## src/sv/itrs_pkg.sv

```systemverilog
`timescale 1ns / 1ps
// ----------------------------------------------------------------------------
// itrs_pkg
// Shared types and constants of the signed integer to radix symbols core.
// ----------------------------------------------------------------------------
package itrs_pkg;

   typedef logic [7:0] byte_type;

   localparam byte_type CHAR_MINUS = 8'h2D;
   localparam byte_type CHAR_PLUS  = 8'h2B;

   localparam int CSR_INDEX_BITS     = 2;
   localparam int CSR_DATA_BITS      = 64;
   localparam int RADIX_LENGTH_BITS  = 5;
   localparam int SYMBOLS_PER_WORD   = 8;
   // long-division bits retired per cycle in the back end
   localparam int DIV_BITS_PER_CYCLE = 8;

   typedef enum logic [CSR_INDEX_BITS-1:0] {
      CSR_RADIX_LENGTH = 2'd0,
      CSR_SYMBOLS_LOW  = 2'd1,
      CSR_SYMBOLS_HIGH = 2'd2
   } csr_index_type;

   typedef struct packed {
      logic full;
      logic empty;
   } queue_status_type;

endpackage

```

## src/sv/itrs_front.sv

```systemverilog
`timescale 1ns / 1ps
// ----------------------------------------------------------------------------
// itrs_front
// Configuration registers, alphabet check, and intake of values into the queue.
// ----------------------------------------------------------------------------
module itrs_front #(
   parameter int MAX_SYMBOLS = 16,
   parameter int VALUE_BITS  = 32,
   localparam int RADIX_BITS = $clog2(MAX_SYMBOLS + 1)
) (
   input  logic                                  clock,
   input  logic                                  reset,
   input  logic                                  csr_we,
   input  logic [itrs_pkg::CSR_INDEX_BITS-1:0]   csr_index,
   input  logic [itrs_pkg::CSR_DATA_BITS-1:0]    csr_wdata,
   input  logic                                  start,
   input  logic signed [VALUE_BITS-1:0]          req_value,
   input  logic                                  queue_full,
   output logic                                  push,
   output logic [VALUE_BITS:0]                   push_data,
   output logic [MAX_SYMBOLS*8-1:0]              symbols_o,
   output logic [RADIX_BITS-1:0]                 radix_o
);

   logic [itrs_pkg::RADIX_LENGTH_BITS-1:0] radix_length_ff;
   itrs_pkg::byte_type                     symbol_ff [MAX_SYMBOLS];
   logic [itrs_pkg::RADIX_LENGTH_BITS-1:0] radix_clamped;
   logic [RADIX_BITS-1:0]                  radix;
   logic                                   alphabet_ok;
   logic                                   accept;
   logic                                   negative;
   logic [VALUE_BITS-1:0]                  raw;
   logic [VALUE_BITS-1:0]                  magnitude;

   always_ff @(posedge clock) begin
      if (reset) begin
         radix_length_ff <= '0;
         for (int i = 0; i < MAX_SYMBOLS; i++) begin
            symbol_ff[i] <= '0;
         end
      end else if (csr_we) begin
         case (csr_index)
            itrs_pkg::CSR_RADIX_LENGTH: begin
               radix_length_ff <= csr_wdata[itrs_pkg::RADIX_LENGTH_BITS-1:0];
            end
            itrs_pkg::CSR_SYMBOLS_LOW: begin
               for (int i = 0; i < MAX_SYMBOLS; i++) begin
                  if (i < itrs_pkg::SYMBOLS_PER_WORD) begin
                     symbol_ff[i] <= csr_wdata[(i % itrs_pkg::SYMBOLS_PER_WORD)*8 +: 8];
                  end
               end
            end
            itrs_pkg::CSR_SYMBOLS_HIGH: begin
               for (int i = 0; i < MAX_SYMBOLS; i++) begin
                  if (i >= itrs_pkg::SYMBOLS_PER_WORD) begin
                     symbol_ff[i] <= csr_wdata[(i % itrs_pkg::SYMBOLS_PER_WORD)*8 +: 8];
                  end
               end
            end
            default: begin
            end
         endcase
      end
   end

   // clamp the radix to the alphabet storage
   always_comb begin
      if (radix_length_ff > itrs_pkg::RADIX_LENGTH_BITS'(MAX_SYMBOLS)) begin
         radix_clamped = itrs_pkg::RADIX_LENGTH_BITS'(MAX_SYMBOLS);
      end else begin
         radix_clamped = radix_length_ff;
      end
      radix = radix_clamped[RADIX_BITS-1:0];
   end

   // check of the symbols in use: at least two, no sign characters, no repeats
   always_comb begin
      alphabet_ok = (radix >= 2);
      for (int i = 0; i < MAX_SYMBOLS; i++) begin
         if (i < radix) begin
            if (symbol_ff[i] == itrs_pkg::CHAR_PLUS || symbol_ff[i] == itrs_pkg::CHAR_MINUS) begin
               alphabet_ok = 1'b0;
            end
         end
         for (int j = i + 1; j < MAX_SYMBOLS; j++) begin
            if (j < radix && symbol_ff[i] == symbol_ff[j]) begin
               alphabet_ok = 1'b0;
            end
         end
      end
   end

   always_comb begin
      for (int i = 0; i < MAX_SYMBOLS; i++) begin
         symbols_o[i*8 +: 8] = symbol_ff[i];
      end
   end

   assign radix_o   = radix;
   assign accept    = start && !queue_full;
   // drop values that meet an invalid alphabet
   assign push      = accept && alphabet_ok;
   assign raw       = req_value;
   assign negative  = raw[VALUE_BITS-1];
   assign magnitude = negative ? (~raw + 1'b1) : raw;
   assign push_data = {negative, magnitude};

endmodule

```

## src/sv/itrs_queue.sv

```systemverilog
`timescale 1ns / 1ps
// ----------------------------------------------------------------------------
// itrs_queue
// Two-entry queue between the intake front end and the conversion back end.
// ----------------------------------------------------------------------------
module itrs_queue #(
   parameter int WIDTH = 33
) (
   input  logic                       clock,
   input  logic                       reset,
   input  logic                       push,
   input  logic [WIDTH-1:0]           push_data,
   input  logic                       pop,
   output logic [WIDTH-1:0]           pop_data,
   output itrs_pkg::queue_status_type status
);

   localparam int DEPTH     = 2;
   localparam int PTR_BITS  = $clog2(DEPTH);
   localparam int CNT_BITS  = $clog2(DEPTH + 1);

   logic [WIDTH-1:0]    entry_ff [DEPTH];
   logic [PTR_BITS-1:0] wr_ptr_ff;
   logic [PTR_BITS-1:0] rd_ptr_ff;
   logic [CNT_BITS-1:0] count_ff;

   always_ff @(posedge clock) begin
      if (reset) begin
         wr_ptr_ff <= '0;
         rd_ptr_ff <= '0;
         count_ff  <= '0;
      end else begin
         if (push) begin
            entry_ff[wr_ptr_ff] <= push_data;
            wr_ptr_ff           <= wr_ptr_ff + 1'b1;
         end
         if (pop) begin
            rd_ptr_ff <= rd_ptr_ff + 1'b1;
         end
         if (push && !pop) begin
            count_ff <= count_ff + 1'b1;
         end else if (pop && !push) begin
            count_ff <= count_ff - 1'b1;
         end
      end
   end

   assign pop_data     = entry_ff[rd_ptr_ff];
   assign status.full  = (count_ff == CNT_BITS'(DEPTH));
   assign status.empty = (count_ff == '0);

   a_no_push_when_full: assert property (@(posedge clock) disable iff (reset)
      push |-> !status.full)
      else $error("queue written while full");

   a_no_pop_when_empty: assert property (@(posedge clock) disable iff (reset)
      pop |-> !status.empty)
      else $error("queue read while empty");

   a_count_bound: assert property (@(posedge clock) disable iff (reset)
      count_ff <= CNT_BITS'(DEPTH))
      else $error("queue fill count beyond depth");

endmodule

```

## src/sv/itrs_back.sv

```systemverilog
`timescale 1ns / 1ps
// ----------------------------------------------------------------------------
// itrs_back
// Digit extraction by iterative long division and emission of characters.
// ----------------------------------------------------------------------------
module itrs_back #(
   parameter int MAX_SYMBOLS = 16,
   parameter int VALUE_BITS  = 32,
   localparam int RADIX_BITS = $clog2(MAX_SYMBOLS + 1)
) (
   input  logic                       clock,
   input  logic                       reset,
   input  logic [RADIX_BITS-1:0]      radix_i,
   input  logic [MAX_SYMBOLS*8-1:0]   symbols_i,
   input  itrs_pkg::queue_status_type queue_status,
   input  logic [VALUE_BITS:0]        pop_data,
   output logic                       pop,
   output logic                       rsp_strobe,
   output logic [7:0]                 rsp_character,
   output logic                       rsp_last
);

   localparam int STEP       = itrs_pkg::DIV_BITS_PER_CYCLE;
   localparam int DIGIT_BITS = $clog2(MAX_SYMBOLS);
   localparam int CMP_BITS   = DIGIT_BITS + 1;
   localparam int DIV_CYCLES = (VALUE_BITS + STEP - 1) / STEP;
   localparam int WORK_BITS  = DIV_CYCLES * STEP;
   localparam int STEP_BITS  = (DIV_CYCLES > 1) ? $clog2(DIV_CYCLES) : 1;
   localparam int CNT_BITS   = $clog2(VALUE_BITS + 1);
   localparam int IDX_BITS   = $clog2(VALUE_BITS);

   typedef enum logic [1:0] {
      IDLE,
      DIVIDE,
      EMIT
   } state_type;

   state_type             state_ff;
   logic [WORK_BITS-1:0]  work_ff;
   logic [DIGIT_BITS-1:0] rem_ff;
   logic [STEP_BITS-1:0]  step_ff;
   logic [CNT_BITS-1:0]   ndig_ff;
   logic [DIGIT_BITS-1:0] digit_ff [VALUE_BITS];
   logic                  rsp_strobe_ff;
   itrs_pkg::byte_type    rsp_character_ff;
   logic                  rsp_last_ff;

   logic [WORK_BITS-1:0]  quot_step;
   logic [DIGIT_BITS-1:0] rem_step;
   logic [CMP_BITS-1:0]   partial;
   logic [CMP_BITS-1:0]   radix_ext;
   logic [CNT_BITS-1:0]   cnt_minus;
   logic [IDX_BITS-1:0]   wr_idx;
   logic [IDX_BITS-1:0]   rd_idx;
   logic [DIGIT_BITS-1:0] digit_rd;
   itrs_pkg::byte_type    sym_char;

   assign radix_ext = CMP_BITS'(radix_i);

   // retire STEP quotient bits of restoring division per cycle
   always_comb begin
      quot_step = work_ff;
      rem_step  = rem_ff;
      partial   = '0;
      for (int s = 0; s < STEP; s++) begin
         partial   = {rem_step, quot_step[WORK_BITS-1]};
         quot_step = {quot_step[WORK_BITS-2:0], 1'b0};
         if (partial >= radix_ext) begin
            partial      = partial - radix_ext;
            quot_step[0] = 1'b1;
         end
         rem_step = partial[DIGIT_BITS-1:0];
      end
   end

   assign cnt_minus = ndig_ff - 1'b1;
   assign wr_idx    = ndig_ff[IDX_BITS-1:0];
   assign rd_idx    = cnt_minus[IDX_BITS-1:0];
   assign digit_rd  = digit_ff[rd_idx];

   always_comb begin
      sym_char = '0;
      for (int i = 0; i < MAX_SYMBOLS; i++) begin
         if (DIGIT_BITS'(i) == digit_rd) begin
            sym_char = symbols_i[i*8 +: 8];
         end
      end
   end

   assign pop = (state_ff == IDLE) && !queue_status.empty;

   always_ff @(posedge clock) begin
      if (reset) begin
         state_ff      <= IDLE;
         rsp_strobe_ff <= 1'b0;
         step_ff       <= '0;
         ndig_ff       <= '0;
      end else begin
         case (state_ff)
            IDLE: begin
               if (!queue_status.empty) begin
                  work_ff          <= WORK_BITS'(pop_data[VALUE_BITS-1:0]);
                  rem_ff           <= '0;
                  step_ff          <= '0;
                  ndig_ff          <= '0;
                  state_ff         <= DIVIDE;
                  // a negative value opens with the minus sign
                  rsp_strobe_ff    <= pop_data[VALUE_BITS];
                  rsp_character_ff <= itrs_pkg::CHAR_MINUS;
                  rsp_last_ff      <= 1'b0;
               end else begin
                  rsp_strobe_ff <= 1'b0;
               end
            end
            DIVIDE: begin
               rsp_strobe_ff <= 1'b0;
               work_ff       <= quot_step;
               if (step_ff == STEP_BITS'(DIV_CYCLES - 1)) begin
                  step_ff          <= '0;
                  rem_ff           <= '0;
                  digit_ff[wr_idx] <= rem_step;
                  ndig_ff          <= ndig_ff + 1'b1;
                  if (quot_step == '0) begin
                     state_ff <= EMIT;
                  end
               end else begin
                  rem_ff  <= rem_step;
                  step_ff <= step_ff + 1'b1;
               end
            end
            EMIT: begin
               rsp_strobe_ff    <= 1'b1;
               rsp_character_ff <= sym_char;
               rsp_last_ff      <= (ndig_ff == CNT_BITS'(1));
               ndig_ff          <= cnt_minus;
               if (ndig_ff == CNT_BITS'(1)) begin
                  state_ff <= IDLE;
               end
            end
            default: begin
               rsp_strobe_ff <= 1'b0;
               state_ff      <= IDLE;
            end
         endcase
      end
   end

   assign rsp_strobe    = rsp_strobe_ff;
   assign rsp_character = rsp_character_ff;
   assign rsp_last      = rsp_last_ff;

   a_last_closes_value: assert property (@(posedge clock) disable iff (reset)
      (rsp_strobe_ff && rsp_last_ff) |-> state_ff == IDLE)
      else $error("final character shown while conversion still running");

   a_digit_count_bound: assert property (@(posedge clock) disable iff (reset)
      ndig_ff <= CNT_BITS'(VALUE_BITS))
      else $error("digit stack overflow");

   a_emit_has_digits: assert property (@(posedge clock) disable iff (reset)
      state_ff == EMIT |-> ndig_ff != '0)
      else $error("emission with empty digit stack");

endmodule

```

## src/sv/signed_int_to_radix_symbols_core.sv

```systemverilog
`timescale 1ns / 1ps
// ----------------------------------------------------------------------------
// signed_int_to_radix_symbols_core
// Converts signed integers to text in a radix set by a configured alphabet.
// ----------------------------------------------------------------------------
//
//  Channel  Direction  Handshake                 Payload
//  -------  ---------  ------------------------  ---------------------------
//  request  in         start & !busy             req_value
//  result   out        rsp_strobe, one cycle     rsp_character, rsp_last
//  csr      in         csr_we                    csr_index, csr_wdata
//
//  A value enters the queue through a register; each digit then comes from long
//  division at 8 bits per cycle, and the digits go out in reverse order. A sign
//  character goes out while the first digit divides. Reset is synchronous and
//  clears the configuration and control registers and the queue; the alphabet
//  is invalid after reset. The receiver cannot stall: busy rises only when the
//  two-entry queue is full.
//
module signed_int_to_radix_symbols_core #(
   parameter int MAX_SYMBOLS = 16,
   parameter int VALUE_BITS  = 32
) (
   input  logic                                clock,
   input  logic                                reset,
   input  logic                                csr_we,
   input  logic [itrs_pkg::CSR_INDEX_BITS-1:0] csr_index,
   input  logic [itrs_pkg::CSR_DATA_BITS-1:0]  csr_wdata,
   input  logic                                start,
   input  logic signed [VALUE_BITS-1:0]        req_value,
   output logic                                busy,
   output logic                                rsp_strobe,
   output logic [7:0]                          rsp_character,
   output logic                                rsp_last
);

   localparam int RADIX_BITS = $clog2(MAX_SYMBOLS + 1);

   // front end outputs: queue entry is {negative, magnitude}
   logic                       push;
   logic [VALUE_BITS:0]        push_data;
   logic [MAX_SYMBOLS*8-1:0]   symbols;
   logic [RADIX_BITS-1:0]      radix;

   // queue to back end
   logic                       pop;
   logic [VALUE_BITS:0]        pop_data;
   itrs_pkg::queue_status_type queue_status;

   // hold requests off only while the queue has no room
   assign busy = queue_status.full;

   // intake: register file, alphabet check, sign split; drop on a bad alphabet
   itrs_front #(
      .MAX_SYMBOLS (MAX_SYMBOLS),
      .VALUE_BITS  (VALUE_BITS)
   ) u_front (
      .clock      (clock),
      .reset      (reset),
      .csr_we     (csr_we),
      .csr_index  (csr_index),
      .csr_wdata  (csr_wdata),
      .start      (start),
      .req_value  (req_value),
      .queue_full (queue_status.full),
      .push       (push),
      .push_data  (push_data),
      .symbols_o  (symbols),
      .radix_o    (radix)
   );

   // decouple intake from conversion so each side stalls on its own
   itrs_queue #(
      .WIDTH (VALUE_BITS + 1)
   ) u_queue (
      .clock     (clock),
      .reset     (reset),
      .push      (push),
      .push_data (push_data),
      .pop       (pop),
      .pop_data  (pop_data),
      .status    (queue_status)
   );

   // conversion: divide out digits least significant first, emit in reverse
   itrs_back #(
      .MAX_SYMBOLS (MAX_SYMBOLS),
      .VALUE_BITS  (VALUE_BITS)
   ) u_back (
      .clock         (clock),
      .reset         (reset),
      .radix_i       (radix),
      .symbols_i     (symbols),
      .queue_status  (queue_status),
      .pop_data      (pop_data),
      .pop           (pop),
      .rsp_strobe    (rsp_strobe),
      .rsp_character (rsp_character),
      .rsp_last      (rsp_last)
   );

endmodule

```

## config.mk

```make
export PLATFORM = sky130hd
export DESIGN_NAME = signed_int_to_radix_symbols_core
export DESIGN_NICKNAME = d
export VERILOG_FILES = /design/src/sv/itrs_pkg.sv /design/src/sv/itrs_front.sv /design/src/sv/itrs_queue.sv /design/src/sv/itrs_back.sv /design/src/sv/signed_int_to_radix_symbols_core.sv
export SDC_FILE = /design/constraint.sdc
export NUM_CORES = 1
export LEC_CHECK = 0
export BUFFER_PORTS_ARGS = -buffer_cell sky130_fd_sc_hd__buf_2
export CAP_MARGIN = 20
export CORE_MARGIN = 2
export CORE_UTILIZATION = 44
export DETAILED_ROUTE_END_ITERATION = 16
export SETUP_SLACK_MARGIN = 0.4
export SYNTH_ARGS = -nofsm -noshare
export SYNTH_HDL_FRONTEND = slang
export SYNTH_SLANG_ARGS = --single-unit
```

## constraint.sdc

```tcl
create_clock -name clock -period 13.2 [get_ports clock]
set_clock_uncertainty 0.2 [all_clocks]
set_input_delay 3.3 -clock clock [delete_from_list [all_inputs] [get_ports clock]]
set_output_delay 3.3 -clock clock [all_outputs]
set_load 0.005 [all_outputs]
```

==> metrics, run 1 <==
drt pass-1 iters 8; full die area between 70,000 and 80,000 sq um; DR vias/cell 6.23; R2R depth around 60; RR Endpoint u_back.state_ff[0]; sequential area share after synthesis 0.363; layout cells sized above 1 0.142; Post-Place Setup Slack -599 ps; fin. max-slew vios 0; vias after detailed routing roughly 26,000; Die Width between 200 and 300 um; setup slack after layout 1030 ps; I/O pin cnt approximately 110; max-cap viol count 0; antenna-violating nets left 0; CTS tree done; CTS Sinks 388; Slew headroom 0.183; Worst path top cell family by delay compound AO/OA/AOI/OAI gates; Rows slightly below 100; Synth Area in XOR/XNOR 0.285; Fill cells approximately 6,500; Yosys top cell area share 0.350; area fraction in compound gates after synthesis 0.0682; largest net degree at the start of global routing 70; initial core utilization 0.443; outcome completed; Yosys top cell by area edfxtp_1; Max Fclk between 80 and 90 MHz; fin nets 3,334; Synth cell types 81; total negative slack 0 ps; Placed Area between 30,000 and 40,000 sq um; unrepaired setup endpoints after global routing false; worst reg2reg startpoint u_front.radix_length_ff[4]; core area approximately 70,000 sq um; crit end category flop; Hold Path Class flop to flop; slowest library cell on the worst path or3b_2; antenna violations before repair 11; Adder-Cell Fraction of Synth Area 0.0258; Die H approximately 270 um; final instance area 34,800 sq um; Clock Tree Root clkbuf_16; CTS buffer count 44; Clk Latency, worst-skew pair between 500 and 600 ps; Post-Syn Area per Cell 9.87 sq um; period utilisation layout 0.922; Yosys warnings 0; Synth area leaders edfxtp_1 35%, xnor2_1 16%, xor2_1 12%, nor4_1 2.9%, nand4_1 2.8%; Arr. time, crit path around 12,000 ps; vias in the first global route 25,500; mapped cell area around 31,000 sq um; Fin. Hold Viols 0; gr ovfl total 0; Yosys reg bits about 390; Multi-input gate area ~19,000 sq um; hold wc startpoint u_queue.rd_ptr_ff; Data required, critical path around 14,000 ps; post-layout minimum cycle time roughly 12,000 ps; register area ~11,000 sq um; count of hold-fix buffers inserted at cts 0; Critical Path Fanout Max 6; IO buf count ~110; main combinational cell family by area after synthesis XOR/XNOR gates; WS Path Type flop to flop; crit-path most repeated cell a21o_1; mux contribution to synthesized area 0.0520; H-tree depth reported by CTS 2; Synth Net Count about 3,400; Max Root-Sink Buffers 3; Synth Flop Type edfxtp_1; GRT Total Usage 0.296; Synth Area in Simple Gates 0.152; starting DRC count in detailed routing about 3,300; Post-DP HPWL a little over 70,000 um; max incr delay on CP between 400 and 500 ps; Slew @ Worst Pin around 1200 ps; wire length per cell 27.1 um; routed wire length 113,000 um; final core utilization 0.489; final setup fails 0; hold path depth 2; reg-to-reg slack, setup just over 1000 ps; first-pass GRT wire length around 160,000 um; area growth from synthesis to layout 10.6%; Worst-path clk slew approximately 60 ps; CP Launch Type flop; ys async rst share 0; worst path bufs/invs 5; Placer Congestion 0.970; Residual DRC 0; Post-synth EDFFs 367; Syn Inst Count 3,190
-- metrics by stage --
stage | hold slack [ps] | cells
2_1_floorplan | 261 | 3190
3_3_place_gp | 289 | 4054
3_5_place_dp | 304 | 4054
4_1_cts | 335 | 4140
5_1_grt | 374 | 4154
6_report | 331 | 4156
-- per-layer routing --
layer / track usage / vias up / share of wire
met5: 0 / - / 0.00072
met4: 0.160 / 14 / 0.060
met3: 0.0613 / 477 / 0.10
met2: 0.460 / 1612 / 0.45
met1: 0.387 / 12700 / 0.39
li1: - / 11100 / -
-- Yosys cell counts, types with 53 or more instances --
cell type,instances
buf_2,146
o21ai_0,92
edfxtp_1,367
nor2_1,139
mux2i_1,86
nand2_1,117
xor2_1,443
nor4_1,145
nand4_1,143
nor2b_1,107
a21oi_1,76
xnor2_1,583
clkbuf_1,171
nand3_1,53
-- worst register-to-register path, delay by kind of cell (launching register included) --
family          cells  cell delay (ps)
mux                 6             1450
flops               1              370
compound gates     27             5100
fa+ha+maj           8             2360
buf+inv             5              590
simple gates       13             2010
-- area by class of cell --
class | count | area share
Clock inverter | 29 | 0.00816
Multi-Input combinational cell | 2418 | 0.538
Sequential cell | 388 | 0.329
Clock buffer | 49 | 0.0322
Timing Repair Buffer | 276 | 0.0532
Tap cell | 950 | 0.0342
Antenna cell | 2 | 0.000144
Inverter | 44 | 0.00478
-- layout by cell type, fill, tap and decap left out, types with 11 or more instances in the layout --
cell type / n
nand3b_1: 14
buf_2: 111
nor3_1: 23
nor2b_1: 106
mux4_2: 24
ha_1: 47
a31oi_1: 30
clkbuf_16: 44
buf_4: 161
nand2_1: 116
dfxtp_1: 17
a21o_1: 21
o31ai_1: 18
edfxtp_1: 367
nand4b_1: 14
xnor2_1: 583
nand3_1: 53
nor2_1: 137
inv_1: 40
a211oi_1: 11
o21ai_0: 84
nor4_1: 144
mux2_2: 20
nand4_1: 143
mux2i_1: 79
nand2b_1: 13
a21oi_1: 72
and2_1: 34
xor2_1: 442
-- logic make-up (layout without fill, tap and decap cells) --
kind of cell | Yosys count | in the layout
other | 0 | 2
buffers and inverters | 386 | 398
flip-flops | 388 | 388
XOR/XNOR | 1026 | 1026
multiplexers | 131 | 133
AND/OR/NAND/NOR | 862 | 862
AO/OA/AOI/OAI | 337 | 337
adder cells (fa/ha/maj) | 60 | 60
-- state kept, by name, indices dropped and copies added (netlist names), named ones only --
name                     count
u_back.digit_ff            128
u_front.symbol_ff          128
u_queue.entry_ff            66
u_back.work_ff              32
u_back.rsp_character         8
u_back.ndig_ff               6
u_front.radix_length_ff      5
u_back.rem_ff                4
u_back.state_ff              2
u_back.step_ff               2
u_queue.count_ff             2
u_back.rsp_last              1
u_back.rsp_strobe            1
u_queue.rd_ptr_ff            1
u_queue.wr_ptr_ff            1
-- timing repair --
action	in CTS	in global routing
endpoints found under the hold margin	0	0
setup endpoints to repair	135	135
resized for setup	20	27
buffers inserted	6	11
cloned	2	0
pin swaps	1	13
-- how the worst max path moves through the flow --
stage,to,startpoint,depth (start not counted),slack [ps]
detailed placement,u_back.digit_ff[26][0],u_front.radix_length_ff[4],57,-600
floorplan,u_back.state_ff[0],u_front.radix_length_ff[4],63,410
global route,u_back.state_ff[0],u_front.radix_length_ff[4],61,400
global placement,u_back.digit_ff[29][0],u_front.radix_length_ff[4],57,-5
finish,u_back.state_ff[0],u_front.radix_length_ff[4],59,1030
CTS,u_back.state_ff[0],u_front.radix_length_ff[4],60,450
Power of run 1 is left out: the tool's default activity adds up to more than one toggle a clock period on the data nets, which glitch-free logic cannot reach.
==> run 2, diff against run 1 <==
- CORE_UTILIZATION: 44 -> 58
- PLACE_DENSITY: not set -> 0.78
- REMOVE_ABC_BUFFERS: not set -> 1
- SETUP_SLACK_MARGIN: 0.4 -> 0.5
==> metrics, run 2 (same netlist as run 1, synthesis figures left out) <==
largest net degree at the start of global routing 66 (-5.7%); R2R depth 64 (+8.5%); Die H 237 um (-13%); CP Capture Point u_back.state_ff[0]; fin nets 3,343 (+0.27%); area growth from synthesis to layout 9.48%; most frequent cells in the layout 583 x xnor2_1, 442 x xor2_1, 367 x edfxtp_1, 172 x buf_4, 144 x nor4_1; vias in the first global route 26,300 (+2.9%); Max Root-Sink Buffers 3 (unchanged); Slew @ Worst Pin 1280 ps (+50.2 ps); Data required, critical path 13,530 ps (about the same); Rows 85 (-13%); drt pass-1 iters 14 (+6); Max Fclk 80.4 MHz (-2.2%); antenna-violating nets left 0 (unchanged); Fill cells 4,094 (-37%); fin. max-slew vios 0 (unchanged); Post-Place Setup Slack -409 ps (+191 ps); WS Path Type flop to flop; reg-to-reg slack, setup 760 ps (-270 ps); slowest library cell on the worst path or3b_2; IO buf count 112 (unchanged); commonest non-fill, non-tap cell in the layout xnor2_1; Hold Path Class flop to flop; post-layout minimum cycle time 12,440 ps (+275 ps); CTS buffer count 41 (-6.8%); GRT busiest layer met2; Multi-input gate area 18,700 sq um (-0.39%); setup slack after layout 758 ps (-275 ps); Critical Path Fanout Max 8 (+2); worst hold slack 336 ps (+5.43 ps); Residual DRC 0 (unchanged); met1 usage 0.483 (+0.0956); Worst-path clk slew 60 ps (about the same); met3 Use GR 0.131 (+0.0694); count of hold-fix buffers inserted at cts 0 (unchanged); RR Endpoint u_back.state_ff[0]; final setup fails 0 (unchanged); Slew headroom 0.149 (-0.0335); Post-DP HPWL 68,800 um (-2.2%); Placer Congestion 1.04 (+7.2%); CP Launch Point u_front.radix_length_ff[4]; max-cap viol count 0 (unchanged); I/O pin cnt 113 (unchanged); worst reg2reg startpoint u_front.radix_length_ff[4]; antenna violations before repair 4 (-7); H-tree depth reported by CTS 2 (unchanged); vias after detailed routing 26,700 (+3.1%); starting DRC count in detailed routing 3,988 (+21%); DR vias/cell 6.83 (+9.6%); unrepaired setup endpoints after global routing false; outcome completed; grt met2 use 0.618 (+0.158); period utilisation layout 0.943 (+0.0208); GRT Total Usage 0.400 (+0.104); CP Launch Type flop; Clock Tree Root clkbuf_16; crit end category flop; CTS Sinks 388 (unchanged); routed wire length 114,000 um (+1.1%); max incr delay on CP 490 ps (about the same); crit-path most repeated cell a21o_1; Largest regs u_back.digit_ff (128), u_front.symbol_ff (128), u_queue.entry_ff (66); Arr. time, crit path 12,770 ps (+280 ps); Die Width 237 um (-13%); register area 11,400 sq um (unchanged); layout cells sized above 1 0.146 (+0.00365); initial core utilization 0.586 (+0.143); gr ovfl total 0 (unchanged); first-pass GRT wire length 168,000 um (+1.6%); CTS tree done; wire length per cell 29.1 um (+7.4%); Fin. Hold Viols 0 (unchanged); full die area 56,200 sq um (-24%); Clk Latency, worst-skew pair 600 ps (about the same); core area 53,700 sq um (-24%)
## run 2: cell count changes in the layout (fill, tap and decap cells not counted), sizes merged
cell      previous run  this run
inv                 44        45
clkinvlp             6         0
mux2i               88        86
buf                276       288
clkbuf              49        53
clkinv              20        19
bufinv               3         4
## run 2: layout make-up
cell class                 count  area share
clock inverter                24     0.00817
clock buffer                  51      0.0317
antenna                        2    0.000145
inverter                      44     0.00479
tap                          696      0.0253
sequential                   388       0.332
multi-input combinational   2416       0.542
timing repair buffer         290      0.0562
## run 2: worst max-delay path: cells and delay by family, from the launching register on
| kind | cells | cell delay, ps |
|---|---|---|
| DFF | 1 | 340 |
| buffers and inverters | 7 | 870 |
| adders and majority gates | 8 | 2150 |
| muxes | 4 | 1070 |
| and+or+nand+nor | 15 | 2370 |
| AOI/OAI and AO/OA | 30 | 5330 |
## run 2: worst min-delay path by stage
stage	slack [ps]	startpoint	cells past startpoint	endpoint
after floorplan	250	u_queue.wr_ptr_ff	2	u_queue.wr_ptr_ff
after global placement	290	u_queue.rd_ptr_ff	2	u_queue.rd_ptr_ff
after detailed placement	310	u_queue.rd_ptr_ff	2	flop
after CTS	330	u_queue.rd_ptr_ff	2	flop
after global routing	350	u_queue.rd_ptr_ff	2	flop
final	340	u_back.state_ff[0]	2	u_back.state_ff[0]
## run 2: repair_timing
action / CTS / global route
cloned: 0 / 0
endpoints found under the setup margin: 135 / 135
pin swaps: 0 / 15
gates resized for setup: 19 / 36
endpoints found under the hold margin: 0 / 0
buffers inserted: 7 / 14
## run 2: per-layer routing
metal | up-vias | part of all wire
met1 | 12700 | 0.35
met2 | 2114 | 0.44
li1 | 11100 | -
met4 | 4 | 0.079
met5 | - | 0.00023
met3 | 704 | 0.13
## run 2: per-stage QoR
| stage | instances | setup TNS, ps | util | cell area (sq um) |
|---|---|---|---|---|
| after detailed placement | 3810 | -7790 | 0.608 | 32600 |
| after global routing | 3909 | 0 | 0.642 | 34500 |
| after CTS | 3892 | 0 | 0.635 | 34100 |
| after global placement | 3809 | 0 | 0.607 | 32600 |
| after floorplan | 2848 | -46010 | - | 30000 |
| final | 3911 | 0 | 0.642 | 34500 |
Power of run 2 is left out for the same reason.
